File: src/rtl/core/whp_pkg.sv
// Package: types and constants shared by the wave header parser files.
package whp_pkg;

    localparam logic [31:0] TAG_RIFF = 32'h4646_4952;
    localparam logic [31:0] TAG_WAVE = 32'h4556_4157;
    localparam logic [31:0] TAG_FMT  = 32'h2074_6D66;
    localparam logic [31:0] TAG_DATA = 32'h6174_6164;

    localparam logic [31:0] MAX_RATE_RESET = 32'd48000;
    localparam logic [31:0] FMT_LEN_STD    = 32'd16;
    localparam logic [31:0] FMT_LEN_EXT    = 32'd18;
    localparam logic [15:0] PCM_FORMAT     = 16'd1;
    localparam logic [15:0] MAX_CHANNELS   = 16'd2;
    localparam logic [15:0] BITS_8         = 16'd8;
    localparam logic [15:0] BITS_16        = 16'd16;

    typedef enum logic [3:0] {
        PH_RIFF,
        PH_RIFFSIZE,
        PH_WAVE,
        PH_FMT,
        PH_FMTSIZE,
        PH_FMTBODY,
        PH_CHUNKID,
        PH_CHUNKSZ,
        PH_SKIP,
        PH_PAYLOAD,
        PH_DONE,
        PH_HALT
    } t_phase;

    typedef enum logic [1:0] {
        KIND_FORMAT  = 2'd0,
        KIND_PAYLOAD = 2'd1,
        KIND_ERROR   = 2'd2
    } t_kind;

    typedef enum logic [3:0] {
        ERR_NONE       = 4'd0,
        ERR_RIFF       = 4'd1,
        ERR_WAVE       = 4'd2,
        ERR_FMT        = 4'd3,
        ERR_NOT_PCM    = 4'd4,
        ERR_CHANNELS   = 4'd5,
        ERR_RATE       = 4'd6,
        ERR_BITS       = 4'd7,
        ERR_BYTE_RATE  = 4'd8,
        ERR_ALIGN      = 4'd9,
        ERR_ZERO_CHUNK = 4'd10
    } t_err;

    typedef struct packed {
        logic [15:0] format_code;
        logic [15:0] num_channels;
        logic [31:0] sample_rate;
        logic [31:0] byte_rate;
        logic [15:0] block_align;
        logic [15:0] bits_per_sample;
    } t_fmt;

    typedef struct packed {
        t_kind       kind;
        logic [15:0] num_channels;
        logic [31:0] sample_rate;
        logic [31:0] byte_rate;
        logic [15:0] block_align;
        logic [15:0] bits_per_sample;
        logic [31:0] data_length;
        t_err        error_code;
        logic        fmt_size_warning;
        logic [7:0]  payload_byte;
        logic        last_payload;
    } t_result;

endpackage

File: src/rtl/core/whp_if.sv
// Interfaces: byte input channel, result channel and configuration write channel.
interface whp_in_if;
    logic       valid;
    logic       ready;
    logic [7:0] byte_value;
    logic       start_of_file;

    modport source (output valid, output byte_value, output start_of_file, input ready);
    modport sink   (input valid, input byte_value, input start_of_file, output ready);
endinterface

interface whp_out_if;
    logic        valid;
    logic        ready;
    logic [1:0]  kind;
    logic [15:0] num_channels;
    logic [31:0] sample_rate;
    logic [31:0] byte_rate;
    logic [15:0] block_align;
    logic [15:0] bits_per_sample;
    logic [31:0] data_length;
    logic [3:0]  error_code;
    logic        fmt_size_warning;
    logic [7:0]  payload_byte;
    logic        last_payload;

    modport source (
        output valid, output kind, output num_channels, output sample_rate,
        output byte_rate, output block_align, output bits_per_sample,
        output data_length, output error_code, output fmt_size_warning,
        output payload_byte, output last_payload, input ready
    );
    modport sink (
        input valid, input kind, input num_channels, input sample_rate,
        input byte_rate, input block_align, input bits_per_sample,
        input data_length, input error_code, input fmt_size_warning,
        input payload_byte, input last_payload, output ready
    );
endinterface

interface whp_cfg_if;
    logic        valid;
    logic        ready;
    logic [31:0] data;

    modport source (output valid, output data, input ready);
    modport sink   (input valid, input data, output ready);
endinterface

File: src/rtl/core/whp_fmt_check.sv
// Format check: validates captured fmt fields and returns the first failing error code.
module whp_fmt_check (
    input  whp_pkg::t_fmt   i_fmt,
    input  logic [31:0]     i_max_sample_rate,
    output whp_pkg::t_err   o_err_code
);
    import whp_pkg::*;

    logic        wide;
    logic [2:0]  frame;
    logic [31:0] expect_rate;

    always_comb begin
        wide  = (i_fmt.bits_per_sample == BITS_16);
        frame = wide ? {i_fmt.num_channels[1:0], 1'b0} : {1'b0, i_fmt.num_channels[1:0]};
        case (frame)
            3'd1:    expect_rate = i_fmt.sample_rate;
            3'd2:    expect_rate = {i_fmt.sample_rate[30:0], 1'b0};
            3'd4:    expect_rate = {i_fmt.sample_rate[29:0], 2'b00};
            default: expect_rate = '0;
        endcase

        if (i_fmt.format_code != PCM_FORMAT) begin
            o_err_code = ERR_NOT_PCM;
        end else if (i_fmt.num_channels > MAX_CHANNELS) begin
            o_err_code = ERR_CHANNELS;
        end else if (i_fmt.sample_rate > i_max_sample_rate) begin
            o_err_code = ERR_RATE;
        end else if (i_fmt.bits_per_sample != BITS_8 && !wide) begin
            o_err_code = ERR_BITS;
        end else if (i_fmt.byte_rate != expect_rate) begin
            o_err_code = ERR_BYTE_RATE;
        end else if (i_fmt.block_align != {13'd0, frame}) begin
            o_err_code = ERR_ALIGN;
        end else begin
            o_err_code = ERR_NONE;
        end
    end

endmodule

File: src/rtl/core/wave_header_parser_core.sv
// Top level: RIFF/WAVE PCM header parser with format, payload and error items.
// One file byte is taken per cycle and its result item, if any, appears in the
// output register on the following cycle. The parse state and all field capture
// and format checks are updated together from each accepted byte, so the
// sustained rate is one byte per cycle; i_in.ready falls only while the output
// register holds an item that the sink has not taken. A byte with start_of_file
// set restarts parsing at that byte. After an error item or the end of the data
// chunk, bytes give no item until the next start of file. The max sample rate
// register resets to 48000 and is written through i_cfg at any time (always ready).
module wave_header_parser_core (
    input  logic        i_clk,
    input  logic        i_rst_n,
    whp_in_if.sink      i_in,
    whp_out_if.source   o_out,
    whp_cfg_if.sink     i_cfg
);
    import whp_pkg::*;

    t_phase      r_phase, n_phase;
    logic [31:0] r_section_count, n_section_count;
    logic [31:0] r_tag_shift, n_tag_shift;
    logic [31:0] r_fmt_length, n_fmt_length;
    t_fmt        r_fmt, n_fmt;
    logic [31:0] r_chunk_length, n_chunk_length;
    logic        r_first_after_fmt, n_first_after_fmt;
    logic [31:0] r_max_sample_rate;
    logic        r_out_valid;
    t_result     r_result;

    t_phase      cur_phase;
    logic [31:0] cur_count;
    logic [31:0] cur_tag;
    logic [31:0] cur_fmt_length;
    t_fmt        cur_fmt;
    t_fmt        cap_fmt;
    logic [31:0] cur_chunk;
    logic        cur_first;
    logic [31:0] count_inc;
    logic [7:0]  b;
    t_err        chk_err;
    logic        in_accept;
    logic        res_valid;
    t_result     res;

    assign in_accept   = i_in.valid && i_in.ready;
    assign i_in.ready  = !r_out_valid || o_out.ready;
    assign i_cfg.ready = 1'b1;
    assign b           = i_in.byte_value;

    // restart view of the state
    always_comb begin
        if (i_in.start_of_file) begin
            cur_phase      = PH_RIFF;
            cur_count      = '0;
            cur_tag        = '0;
            cur_fmt_length = '0;
            cur_fmt        = '0;
            cur_chunk      = '0;
            cur_first      = 1'b1;
        end else begin
            cur_phase      = r_phase;
            cur_count      = r_section_count;
            cur_tag        = r_tag_shift;
            cur_fmt_length = r_fmt_length;
            cur_fmt        = r_fmt;
            cur_chunk      = r_chunk_length;
            cur_first      = r_first_after_fmt;
        end
        count_inc = cur_count + 32'd1;
    end

    // fmt body field capture
    always_comb begin
        cap_fmt = cur_fmt;
        if (cur_phase == PH_FMTBODY && cur_count[31:4] == '0) begin
            case (cur_count[3:0])
                4'd0:    cap_fmt.format_code[7:0]      = cur_fmt.format_code[7:0] | b;
                4'd1:    cap_fmt.format_code[15:8]     = cur_fmt.format_code[15:8] | b;
                4'd2:    cap_fmt.num_channels[7:0]     = cur_fmt.num_channels[7:0] | b;
                4'd3:    cap_fmt.num_channels[15:8]    = cur_fmt.num_channels[15:8] | b;
                4'd4:    cap_fmt.sample_rate[7:0]      = cur_fmt.sample_rate[7:0] | b;
                4'd5:    cap_fmt.sample_rate[15:8]     = cur_fmt.sample_rate[15:8] | b;
                4'd6:    cap_fmt.sample_rate[23:16]    = cur_fmt.sample_rate[23:16] | b;
                4'd7:    cap_fmt.sample_rate[31:24]    = cur_fmt.sample_rate[31:24] | b;
                4'd8:    cap_fmt.byte_rate[7:0]        = cur_fmt.byte_rate[7:0] | b;
                4'd9:    cap_fmt.byte_rate[15:8]       = cur_fmt.byte_rate[15:8] | b;
                4'd10:   cap_fmt.byte_rate[23:16]      = cur_fmt.byte_rate[23:16] | b;
                4'd11:   cap_fmt.byte_rate[31:24]      = cur_fmt.byte_rate[31:24] | b;
                4'd12:   cap_fmt.block_align[7:0]      = cur_fmt.block_align[7:0] | b;
                4'd13:   cap_fmt.block_align[15:8]     = cur_fmt.block_align[15:8] | b;
                4'd14:   cap_fmt.bits_per_sample[7:0]  = cur_fmt.bits_per_sample[7:0] | b;
                4'd15:   cap_fmt.bits_per_sample[15:8] = cur_fmt.bits_per_sample[15:8] | b;
                default: cap_fmt = cur_fmt;
            endcase
        end
    end

    whp_fmt_check u_fmt_check (
        .i_fmt             (cap_fmt),
        .i_max_sample_rate (r_max_sample_rate),
        .o_err_code        (chk_err)
    );

    // next state and result
    always_comb begin
        n_phase           = cur_phase;
        n_section_count   = cur_count;
        n_tag_shift       = cur_tag;
        n_fmt_length      = cur_fmt_length;
        n_fmt             = cap_fmt;
        n_chunk_length    = cur_chunk;
        n_first_after_fmt = cur_first;
        res_valid         = 1'b0;
        res               = '0;

        case (cur_phase)
            PH_RIFF, PH_WAVE, PH_FMT, PH_CHUNKID: begin
                n_tag_shift = {b, cur_tag[31:8]};
                if (cur_count[1:0] != 2'd3) begin
                    n_section_count = count_inc;
                end else begin
                    n_section_count = '0;
                    case (cur_phase)
                        PH_RIFF: begin
                            if (n_tag_shift != TAG_RIFF) begin
                                res_valid      = 1'b1;
                                res.kind       = KIND_ERROR;
                                res.error_code = ERR_RIFF;
                                n_phase        = PH_HALT;
                            end else begin
                                n_phase = PH_RIFFSIZE;
                            end
                        end
                        PH_WAVE: begin
                            if (n_tag_shift != TAG_WAVE) begin
                                res_valid      = 1'b1;
                                res.kind       = KIND_ERROR;
                                res.error_code = ERR_WAVE;
                                n_phase        = PH_HALT;
                            end else begin
                                n_phase = PH_FMT;
                            end
                        end
                        PH_FMT: begin
                            if (n_tag_shift != TAG_FMT) begin
                                res_valid      = 1'b1;
                                res.kind       = KIND_ERROR;
                                res.error_code = ERR_FMT;
                                n_phase        = PH_HALT;
                            end else begin
                                n_phase = PH_FMTSIZE;
                            end
                        end
                        default: begin
                            n_chunk_length = '0;
                            n_phase        = PH_CHUNKSZ;
                        end
                    endcase
                end
            end
            PH_RIFFSIZE: begin
                if (cur_count[1:0] != 2'd3) begin
                    n_section_count = count_inc;
                end else begin
                    n_section_count = '0;
                    n_phase         = PH_WAVE;
                end
            end
            PH_FMTSIZE: begin
                n_fmt_length = {b, cur_fmt_length[31:8]};
                if (cur_count[1:0] != 2'd3) begin
                    n_section_count = count_inc;
                end else begin
                    n_section_count = '0;
                    if (n_fmt_length != '0) begin
                        n_phase = PH_FMTBODY;
                    end else if (chk_err != ERR_NONE) begin
                        res_valid      = 1'b1;
                        res.kind       = KIND_ERROR;
                        res.error_code = chk_err;
                        n_phase        = PH_HALT;
                    end else begin
                        n_phase = PH_CHUNKID;
                    end
                end
            end
            PH_FMTBODY: begin
                n_section_count = count_inc;
                if (count_inc == cur_fmt_length) begin
                    if (chk_err != ERR_NONE) begin
                        res_valid      = 1'b1;
                        res.kind       = KIND_ERROR;
                        res.error_code = chk_err;
                        n_phase        = PH_HALT;
                    end else begin
                        n_section_count = '0;
                        n_phase         = PH_CHUNKID;
                    end
                end
            end
            PH_CHUNKSZ: begin
                n_chunk_length = {b, cur_chunk[31:8]};
                if (cur_count[1:0] != 2'd3) begin
                    n_section_count = count_inc;
                end else begin
                    n_section_count   = '0;
                    n_first_after_fmt = 1'b0;
                    if (!cur_first && n_chunk_length == '0) begin
                        res_valid      = 1'b1;
                        res.kind       = KIND_ERROR;
                        res.error_code = ERR_ZERO_CHUNK;
                        n_phase        = PH_HALT;
                    end else if (cur_tag == TAG_DATA) begin
                        res_valid            = 1'b1;
                        res.kind             = KIND_FORMAT;
                        res.num_channels     = cur_fmt.num_channels;
                        res.sample_rate      = cur_fmt.sample_rate;
                        res.byte_rate        = cur_fmt.byte_rate;
                        res.block_align      = cur_fmt.block_align;
                        res.bits_per_sample  = cur_fmt.bits_per_sample;
                        res.data_length      = n_chunk_length;
                        res.fmt_size_warning = (cur_fmt_length != FMT_LEN_STD)
                                            && (cur_fmt_length != FMT_LEN_EXT);
                        n_phase = (n_chunk_length != '0) ? PH_PAYLOAD : PH_DONE;
                    end else begin
                        n_phase = (n_chunk_length != '0) ? PH_SKIP : PH_CHUNKID;
                    end
                end
            end
            PH_SKIP: begin
                n_chunk_length = cur_chunk - 32'd1;
                if (cur_chunk == 32'd1) begin
                    n_phase = PH_CHUNKID;
                end
            end
            PH_PAYLOAD: begin
                res_valid        = 1'b1;
                res.kind         = KIND_PAYLOAD;
                res.payload_byte = b;
                res.last_payload = (cur_chunk == 32'd1);
                n_chunk_length   = cur_chunk - 32'd1;
                if (cur_chunk == 32'd1) begin
                    n_phase = PH_DONE;
                end
            end
            default: begin
                n_phase = cur_phase;
            end
        endcase
    end

    always_ff @(posedge i_clk) begin
        if (!i_rst_n) begin
            r_phase           <= PH_RIFF;
            r_section_count   <= '0;
            r_tag_shift       <= '0;
            r_fmt_length      <= '0;
            r_fmt             <= '0;
            r_chunk_length    <= '0;
            r_first_after_fmt <= 1'b1;
        end else if (in_accept) begin
            r_phase           <= n_phase;
            r_section_count   <= n_section_count;
            r_tag_shift       <= n_tag_shift;
            r_fmt_length      <= n_fmt_length;
            r_fmt             <= n_fmt;
            r_chunk_length    <= n_chunk_length;
            r_first_after_fmt <= n_first_after_fmt;
        end
    end

    always_ff @(posedge i_clk) begin
        if (!i_rst_n) begin
            r_max_sample_rate <= MAX_RATE_RESET;
        end else if (i_cfg.valid && i_cfg.ready) begin
            r_max_sample_rate <= i_cfg.data;
        end
    end

    always_ff @(posedge i_clk) begin
        if (!i_rst_n) begin
            r_out_valid <= 1'b0;
        end else if (in_accept) begin
            r_out_valid <= res_valid;
        end else if (o_out.ready) begin
            r_out_valid <= 1'b0;
        end
    end

    always_ff @(posedge i_clk) begin
        if (in_accept && res_valid) begin
            r_result <= res;
        end
    end

    assign o_out.valid            = r_out_valid;
    assign o_out.kind             = r_result.kind;
    assign o_out.num_channels     = r_result.num_channels;
    assign o_out.sample_rate      = r_result.sample_rate;
    assign o_out.byte_rate        = r_result.byte_rate;
    assign o_out.block_align      = r_result.block_align;
    assign o_out.bits_per_sample  = r_result.bits_per_sample;
    assign o_out.data_length      = r_result.data_length;
    assign o_out.error_code       = r_result.error_code;
    assign o_out.fmt_size_warning = r_result.fmt_size_warning;
    assign o_out.payload_byte     = r_result.payload_byte;
    assign o_out.last_payload     = r_result.last_payload;

    a_quiet_after_end: assert property (@(posedge i_clk) disable iff (!i_rst_n)
        (in_accept && !i_in.start_of_file && (r_phase == PH_HALT || r_phase == PH_DONE))
        |-> !res_valid)
        else $error("item produced after halt or end of data");

    a_last_ends_data: assert property (@(posedge i_clk) disable iff (!i_rst_n)
        (in_accept && res_valid && res.last_payload) |=> (r_phase == PH_DONE))
        else $error("last payload byte did not end the data chunk");

    a_error_halts: assert property (@(posedge i_clk) disable iff (!i_rst_n)
        (in_accept && res_valid && res.kind == KIND_ERROR) |=> (r_phase == PH_HALT))
        else $error("error item without halt");

    a_count_small: assert property (@(posedge i_clk) disable iff (!i_rst_n)
        (r_phase != PH_FMTBODY && r_phase != PH_HALT) |-> (r_section_count < 32'd4))
        else $error("section count out of range");

    a_out_held: assert property (@(posedge i_clk) disable iff (!i_rst_n)
        (r_out_valid && !o_out.ready) |=> (r_out_valid && $stable(r_result)))
        else $error("stalled item lost");

endmodule

File: src/flat_wrapper.sv
// flat-port wrapper written by rule: the top's interface ports become plain ports
module wave_header_parser_core_flat import whp_pkg::*;
  (i_clk, i_rst_n, i_in_valid, i_in_byte_value, i_in_start_of_file, i_in_ready, o_out_valid, o_out_kind, o_out_num_channels, o_out_sample_rate, o_out_byte_rate, o_out_block_align, o_out_bits_per_sample, o_out_data_length, o_out_error_code, o_out_fmt_size_warning, o_out_payload_byte, o_out_last_payload, o_out_ready, i_cfg_valid, i_cfg_data, i_cfg_ready);
  whp_in_if i_in_i ();
  whp_out_if o_out_i ();
  whp_cfg_if i_cfg_i ();
  input  logic i_clk;
  input  logic i_rst_n;
  input wire logic [$bits(i_in_i.valid)-1:0] i_in_valid;
  input wire logic [$bits(i_in_i.byte_value)-1:0] i_in_byte_value;
  input wire logic [$bits(i_in_i.start_of_file)-1:0] i_in_start_of_file;
  output wire logic [$bits(i_in_i.ready)-1:0] i_in_ready;
  output wire logic [$bits(o_out_i.valid)-1:0] o_out_valid;
  output wire logic [$bits(o_out_i.kind)-1:0] o_out_kind;
  output wire logic [$bits(o_out_i.num_channels)-1:0] o_out_num_channels;
  output wire logic [$bits(o_out_i.sample_rate)-1:0] o_out_sample_rate;
  output wire logic [$bits(o_out_i.byte_rate)-1:0] o_out_byte_rate;
  output wire logic [$bits(o_out_i.block_align)-1:0] o_out_block_align;
  output wire logic [$bits(o_out_i.bits_per_sample)-1:0] o_out_bits_per_sample;
  output wire logic [$bits(o_out_i.data_length)-1:0] o_out_data_length;
  output wire logic [$bits(o_out_i.error_code)-1:0] o_out_error_code;
  output wire logic [$bits(o_out_i.fmt_size_warning)-1:0] o_out_fmt_size_warning;
  output wire logic [$bits(o_out_i.payload_byte)-1:0] o_out_payload_byte;
  output wire logic [$bits(o_out_i.last_payload)-1:0] o_out_last_payload;
  input wire logic [$bits(o_out_i.ready)-1:0] o_out_ready;
  input wire logic [$bits(i_cfg_i.valid)-1:0] i_cfg_valid;
  input wire logic [$bits(i_cfg_i.data)-1:0] i_cfg_data;
  output wire logic [$bits(i_cfg_i.ready)-1:0] i_cfg_ready;
  assign i_in_i.valid = i_in_valid;
  assign i_in_i.byte_value = i_in_byte_value;
  assign i_in_i.start_of_file = i_in_start_of_file;
  assign i_in_ready = i_in_i.ready;
  assign o_out_valid = o_out_i.valid;
  assign o_out_kind = o_out_i.kind;
  assign o_out_num_channels = o_out_i.num_channels;
  assign o_out_sample_rate = o_out_i.sample_rate;
  assign o_out_byte_rate = o_out_i.byte_rate;
  assign o_out_block_align = o_out_i.block_align;
  assign o_out_bits_per_sample = o_out_i.bits_per_sample;
  assign o_out_data_length = o_out_i.data_length;
  assign o_out_error_code = o_out_i.error_code;
  assign o_out_fmt_size_warning = o_out_i.fmt_size_warning;
  assign o_out_payload_byte = o_out_i.payload_byte;
  assign o_out_last_payload = o_out_i.last_payload;
  assign o_out_i.ready = o_out_ready;
  assign i_cfg_i.valid = i_cfg_valid;
  assign i_cfg_i.data = i_cfg_data;
  assign i_cfg_ready = i_cfg_i.ready;
  wave_header_parser_core u_core (.i_clk(i_clk), .i_rst_n(i_rst_n), .i_in(i_in_i), .o_out(o_out_i), .i_cfg(i_cfg_i));
endmodule
File: config.mk
export PLATFORM = sky130hd
export DESIGN_NAME = wave_header_parser_core_flat
export DESIGN_NICKNAME = d
export VERILOG_FILES = /design/src/rtl/core/whp_pkg.sv /design/src/rtl/core/whp_if.sv /design/src/rtl/core/whp_fmt_check.sv /design/src/rtl/core/wave_header_parser_core.sv /design/src/flat_wrapper.sv
export SDC_FILE = /design/constraint.sdc
export NUM_CORES = 1
export LEC_CHECK = 0
export BUFFER_PORTS_ARGS = -buffer_cell sky130_fd_sc_hd__buf_2
export CELL_PAD_IN_SITES_DETAIL_PLACEMENT = 0
export CELL_PAD_IN_SITES_GLOBAL_PLACEMENT = 1
export CORE_ASPECT_RATIO = 0.7
export CORE_MARGIN = 2
export CORE_UTILIZATION = 50
export DETAILED_ROUTE_END_ITERATION = 6
export GPL_ROUTABILITY_DRIVEN = 0
export GPL_TIMING_DRIVEN = 0
export PLACE_DENSITY_LB_ADDON = 0.15
export SYNTH_ARGS = -nofsm -noshare
export SYNTH_HDL_FRONTEND = slang
export SYNTH_SLANG_ARGS = --single-unit
File: constraint.sdc
create_clock -name i_clk -period 52.8 [get_ports i_clk]
set_clock_uncertainty 0.15 [all_clocks]
set_input_delay 7.92 -clock i_clk [delete_from_list [all_inputs] [get_ports i_clk]]
set_output_delay 7.92 -clock i_clk [all_outputs]
set_load 0.05 [all_outputs]
======== Word-level counts from Yosys, hierarchy flattened ========
Cells that the tools add are included.
operators by class
  bitwise operators ....................... 18
  reduce and logical (&&, ||, !) cells .... 23
  muxes and demuxes ....................... 103
  add/subtract/negate cells ............... 2
  magnitude comparators ................... 2
  equal/unequal tests ..................... 41
operator list
  kind                                                                       number
  32-bit 2-to-1 mux                                                          11
  144-bit 2-to-1 mux                                                         2
  128-bit 2-to-1 mux                                                         2
  32-bit one-hot mux with 3 select lines                                     2
  151-bit 2-to-1 mux                                                         1
  8-bit 2-to-1 mux                                                           16
  8-bit OR                                                                   16
  4-bit 2-to-1 mux                                                           28
  32-bit by 31-bit inequality test with 1-bit output, second input constant  2
  32-bit by 5-bit inequality test with 1-bit output, second input constant   2
  32-bit one-hot mux with 2 select lines                                     1
  32-bit nonzero test                                                        2
  4-bit == test, second input constant                                       10
  32-bit by 1-bit adder with 32-bit output, second input constant            1
  32-bit by 1-bit == test with 1-bit output, second input constant           1
  32-bit by 31-bit == test with 1-bit output, second input constant          1
  32-bit == test                                                             1
  4-bit by 3-bit == test with 1-bit output, second input constant            8
  32-bit > comparator                                                        1
  32-bit zero test                                                           1
  32-bit by 30-bit inequality test with 1-bit output, second input constant  1
  32-bit inequality test                                                     1
  32-bit by 1-bit subtractor with 32-bit output, second input constant       1
  28-bit zero test                                                           1
  32 further kinds                                                           76
word-level totals
  word-level logic and storage cells ...... 214
  bits in registers ....................... 454
  output and inout bits ................... 163

======== Logic depth before layout (Yosys ltp) ========
  depth after elaboration ................. 20
  mapped depth ............................ 32

======== Hierarchy ========
From an unflattened synthesis, not the netlist that was laid out.
unflattened totals
  cells, all modules ...................... 2,909
  area, all modules ....................... 24,504.8 µm²
by module, submodules not included
  module                   cells each  instances  sequential area each (µm²)  area each (µm²)
  wave_header_parser_core  2,486       1          10,690.3                    21,520.6
  whp_fmt_check            423         1          0.0                         2,984.1

======== Worst setup path before layout ========
OpenSTA, ideal clock, no wires.
  path type ............................... in2reg
  start ................................... input port i_in_start_of_file
  end ..................................... register u_core.r_result, in the netlist u_core.o_out.bits_per_sample[0], enable pin
  data required time ...................... 51.875 ns
  arrival ................................. 21.163 ns
  path slack .............................. 30.712 ns
  buffers on the path ..................... 9
  library setup time ...................... 0.775 ns
  cell stages on the path ................. 24
  path through ............................ buf_6 -> buf_2 -> inv_2 -> buf_2 -> buf_1 -> clkbuf_1 -> clkbuf_1 -> clkbuf_1 -> clkbuf_1 -> nand2_1 -> inv_1 -> ha_1 -> buf_2 -> nand4b_2 -> or4_1 -> or4_1 -> a21oi_1 -> xnor2_1 -> nand3_1 -> or4_1 -> or3_1 -> o22ai_1 -> a21oi_1 -> a31oi_1
between the ends
  word-level cells in the longest chain between the ends .. 20
  elaborated cells between the ends (all ways) .. 113
ends and longest elaborated chain
  what                                                          line                                                            text
  from (decl)                                                   flat_wrapper.sv:11                                              input wire logic [$bits(i_in_i.start_of_file)-1:0] i_in_start_of_file;
  32-bit 2-to-1 mux, or another cell as far along               wave_header_parser_core.sv:52                                   if (i_in.start_of_file) begin
  28-bit zero test, or another cell as far along                wave_header_parser_core.sv:75                                   if (cur_phase == PH_FMTBODY && cur_count[31:4] == '0) begin
  1-bit logical AND / 8-bit 2-to-1 mux (equally long branches)  wave_header_parser_core.sv:75, wave_header_parser_core.sv:76
  128-bit 2-to-1 mux                                            wave_header_parser_core.sv:75
  16-bit by 5-bit == test with 1-bit output                     whp_fmt_check.sv:14                                             wide = (i_fmt.bits_per_sample == BITS_16);
  3-bit 2-to-1 mux                                              whp_fmt_check.sv:15                                             frame = wide ? {i_fmt.num_channels[1:0], 1'b0} : {1'b0, i_fmt.num_channels[1:0]};
  3-bit == test, or another cell as far along                   whp_fmt_check.sv:16                                             case (frame)
  32-bit one-hot mux with 3 select lines                        whp_fmt_check.sv:16
  [4 not listed]                                                --
  4-bit 2-to-1 mux                                              whp_fmt_check.sv:25                                             end else if (i_fmt.num_channels > MAX_CHANNELS) begin
  4-bit 2-to-1 mux                                              whp_fmt_check.sv:23                                             if (i_fmt.format_code != PCM_FORMAT) begin
  4-bit nonzero test                                            wave_header_parser_core.sv:177, wave_header_parser_core.sv:190
  1-bit 2-to-1 mux                                              wave_header_parser_core.sv:177, wave_header_parser_core.sv:190
  1-bit 2-to-1 mux                                              wave_header_parser_core.sv:175                                  if (n_fmt_length != '0) begin
  1-bit 2-to-1 mux                                              wave_header_parser_core.sv:171                                  if (cur_count[1:0] != 2'd3) begin
  1-bit one-hot mux with 5 select lines (*)                     wave_header_parser_core.sv:116                                  case (cur_phase)
  1-bit logical AND (*)                                         wave_header_parser_core.sv:291                                  if (in_accept && res_valid) begin
  to (signal assigned)                                          wave_header_parser_core.sv:292                                  r_result <= res;
  to (decl)                                                     wave_header_parser_core.sv:28                                   t_result r_result;
Every way passes the cells marked *; elsewhere a longest branch is shown, timed or not.
A chain may end at the register's enable or synchronous reset.

==> Implementation_results.wiki <==
{| class="wikitable"
! Metric !! Value
|-
| Sequential share of power || 0.475
|-
| Number of placement rows || 66
|-
| Final wirelength || 92.7 mm
|-
| Post-synth top area share || 0.247
|-
| Delay of the slowest critical-path stage || 1.15 ns
|-
| Gate count after technology mapping || 2,678
|-
| Endpoints failing setup || 0
|-
| Clock share of power || 0.422
|-
| Startpoint of the worst-slack reg-to-reg timing path || u_core.r_section_count[17]
|-
| Synth-to-layout area growth || 14.4%
|-
| Critical path arrival || 20.17 ns
|-
| Count of filler cells inserted in the layout || 4,214
|-
| Number of violations of the max-capacitance limit || 2
|-
| Synthesized area divided by synthesized cell count || 8.91 um2
|-
| Worst IR Drop VDD || 0.0000249 V
|-
| Sequential standard cell area || 0.0107 mm2
|-
| Number of enable-type register cells in the synthesized netlist || 160
|-
| Cell area after synthesis || 0.0239 mm2
|-
| Crit Path Max Fanout || 31
|-
| Number of nets in the final layout || 3,019
|-
| Worst setup EP type || flop
|-
| Overflow after GRT || 0
|-
| Final Hold Fails || 0
|-
| Register-to-register path setup slack || 44.18 ns
|-
| Num Clock Sinks || 454
|-
| Gr usage total || 0.364
|-
| CP startpoint || i_in_start_of_file
|-
| Number of remaining DRC errors || 0
|-
| Internal power summed over all cells || 0.575 mW
|-
| PortBufs || 203
|-
| Worst max-slew margin expressed relative to the limit || 0.00442
|-
| Initial Utilization || 0.510
|-
| Gate power share || 0.102
|-
| Portion of the clock cycle consumed by the worst path in the final layout || 0.378
|-
| Number of H-tree levels || 2
|-
| Unrepaired setup endpoints after global routing || false
|-
| Peak clock frequency supported by timing || 0.0501 GHz
|-
| Switching share of total power || 0.265
|-
| Clock root cell || clkbuf_16
|-
| Fraction of final layout cells sized beyond drive strength 1 || 0.125
|-
| Transition time at the pin with the least slew margin || 1.48 ns
|-
| Worst skew pair latency || 0.61 ns
|-
| Post-CTS Resized || 0
|-
| Clock transition at path regs || 0.07 ns
|-
| Worst setup slack before clock tree synthesis || 33.02 ns
|-
| Vias per inst || 6.52
|-
| Dominant cells by area after synthesis || dfxtp_1 (25%), edfxtp_1 (20%), nor2_1 (5.9%)
|-
| Highest-delay cell along the critical path || nor4_1
|-
| Maximum buffer depth of the clock tree || 3
|-
| Number of flip-flops and latches in the synthesized netlist || 454
|-
| Core outline area || 0.0467 mm2
|-
| DRC marker count from the first detailed-route iteration || 3,820
|-
| Data required time of the worst path || 52.99 ns
|-
| Number of hold buffers added after CTS || 0
|-
| Fin Setup TNS || 0 ns
|-
| Routed vias || 23,363
|-
| Critical setup path kind || in2reg
|-
| Average wire per standard cell || 25.8 um
|-
| Cell type with the largest total area after synthesis || dfxtp_1
|-
| Boundary pin count || 209
|-
| Time the final worst path needs with I/O delays and setup || 19.98 ns
|-
| Die ar. || 0.0495 mm2
|-
| Share of async-settable or async-resettable flops after synthesis || 0
|-
| Net switching power of the design || 0.208 mW
|-
| Standby leakage power || 9.73 nW
|-
| End point of the critical path || u_core.o_out.num_channels[3]
|-
| Area of combinational cells with multiple inputs || 0.0119 mm2
|-
| Final Worst Setup Slack || 32.82 ns
|-
| Setup crit start kind || input pin
|-
| Inserted Clock Buffers || 45
|-
| Die W || 265 um
|-
| Number of antenna violations at the first check in global routing || 5
|-
| Routed Antenna Nets || 0
|-
| HPWL reported at the end of detailed placement || 70.3 mm
|-
| Register area share after synthesis || 0.448
|-
| Worst slack on hold paths || 0.312 ns
|-
| Maximum number of pins on one net before global-route repair || 32
|-
| Cell area power density || 28.7 mW/mm2
|-
| Pwr Total || 0.782 mW
|-
| First-pass GRT wire length || 137 mm
|-
| Post-CTS setup-driven buffer insertion count || 0
|-
| Status || complete, but fails checks
|-
| CTS tree || done
|-
| Worst reg2reg path depth || 22
|-
| Layout Utilization || 0.584
|-
| Main flop type after synthesis || dfxtp_1
|-
| Number of nets in the synthesized netlist || 2,763
|-
| Number of max-slew violations in the final report || 0
|-
| DR pass1 iterations || 7
|-
| Capture instance of the worst register-to-register path || u_core.o_out.num_channels[3]
|-
| Number of distinct library cells after synthesis || 103
|-
| Vias in the first global route || 21,403
|-
| Warnings, synthesis || 0
|-
| Die Y || 187 um
|-
| Violations in the final reports || capacitance limit
|-
| Path type of the worst min-delay path || reg2reg
|}
## flip-flops by register name, indices dropped and copies added, names as in the netlist, 32 cells and up
register,count
u_core.r_section_count,32
u_core.r_max_sample_rate,32
u_core.r_chunk_length,32
u_core.r_tag_shift,32
u_core.o_out.data_length,32
u_core.o_out.sample_rate,32
u_core.o_out.byte_rate,32
u_core.r_fmt_length,32
u_core.r_fmt,128
## metrics by stage
stage | cell area, um2 | instances
final | 27300 | 3585
after global routing | 27300 | 3585
after CTS | 27300 | 3583
after detailed placement | 25800 | 3499
after global placement | 25600 | 3493
after floorplan | 23900 | 2678
## cell families after synthesis
| logic type | Yosys count | synth area share |
|---|---|---|
| flops | 454 | 0.448 |
| mux | 31 | 0.0131 |
| simple gates | 1056 | 0.228 |
| fa+ha+maj | 39 | 0.0205 |
| buf+inv | 305 | 0.0525 |
| xor+xnor | 101 | 0.0371 |
| other cells | 1 | 0.000157 |
| compound gates | 691 | 0.201 |
## metal layers
metal,part of all wire,vias up,GRT usage
met5,0.0011,-,0.0106
met2,0.38,1748,0.485
li1,-,10291,-
met4,0.036,6,0.123
met1,0.42,11064,0.533
met3,0.16,254,0.138
## final cells by class
type,instances,share of cell area
clock buffers,71,0.0494
clock inverters,13,0.00546
well taps,612,0.0281
multi-input cells,1919,0.437
flip-flops and latches,454,0.392
repair buffers,209,0.0425
diodes,2,0.000183
inverters,112,0.0154
plain buffers,193,0.0304
## Yosys cell counts (all sizes together), types with 17 or more instances
master	count
xor2	28
nor2	377
dfxtp	294
nor2b	25
a21oi	142
and3	49
o211ai	19
nand2	178
nor4	53
o22ai	51
nand3	55
xnor2	73
mux2i	29
nand4	27
o21ai	98
buf	46
nor3	66
clkbuf	147
and2	130
ha	39
inv	112
or3	17
a211oi	65
edfxtp	160
a22oi	150
a31oi	21
## power groups by stage
stage / combinational, mW / clock (mW) / sequential (mW)
6_report: 0.0800 / 0.330 / 0.372
5_1_grt: 0.0835 / 0.347 / 0.372
4_1_cts: 0.0756 / 0.331 / 0.371
3_5_place_dp: 0.0752 / 0 / 0.379
3_3_place_gp: 0.0740 / 0 / 0.379
2_1_floorplan: 0.0464 / 0 / 0.379
## worst max-delay path, delay by kind of cell
kind	cells	cell delay, ns
AO/OA/AOI/OAI	4	1.60
buffers and inverters	16	5.74
adder cells (fa/ha/maj)	2	0.30
AND/OR/NAND/NOR	11	4.52
## placed cells by master, fill, tap and decap left out, drive strengths merged, types with 39 or more instances in the layout
cell and count:
nand3 55, o22ai 51, buf 255, inv 113
and3 49, dfxtp 294, a22oi 150, a21oi 142
nor2 377, ha 39, o21ai 98, clkbuf 218
and2 130, nor4 53, nand2 178, nor3 66
edfxtp 160, a211oi 65, xnor2 73
## worst min path at each step
| stage | start | endpoint | slack (ns) | cells past startpoint |
|---|---|---|---|---|
| floorplan | u_core.r_fmt[17] | u_core.r_fmt[17] | 0.29 | 2 |
| global placement | u_core.r_fmt[17] | u_core.r_fmt[17] | 0.29 | 2 |
| detailed placement | u_core.r_fmt[18] | u_core.r_fmt[18] | 0.30 | 2 |
| CTS | u_core.r_fmt[18] | u_core.r_fmt[18] | 0.31 | 2 |
| global route | u_core.r_fmt[18] | u_core.r_fmt[18] | 0.33 | 2 |
| finish | u_core.r_fmt[17] | u_core.r_fmt[17] | 0.31 | 2 |
No activity file was read; power rests on OpenSTA's default activity.
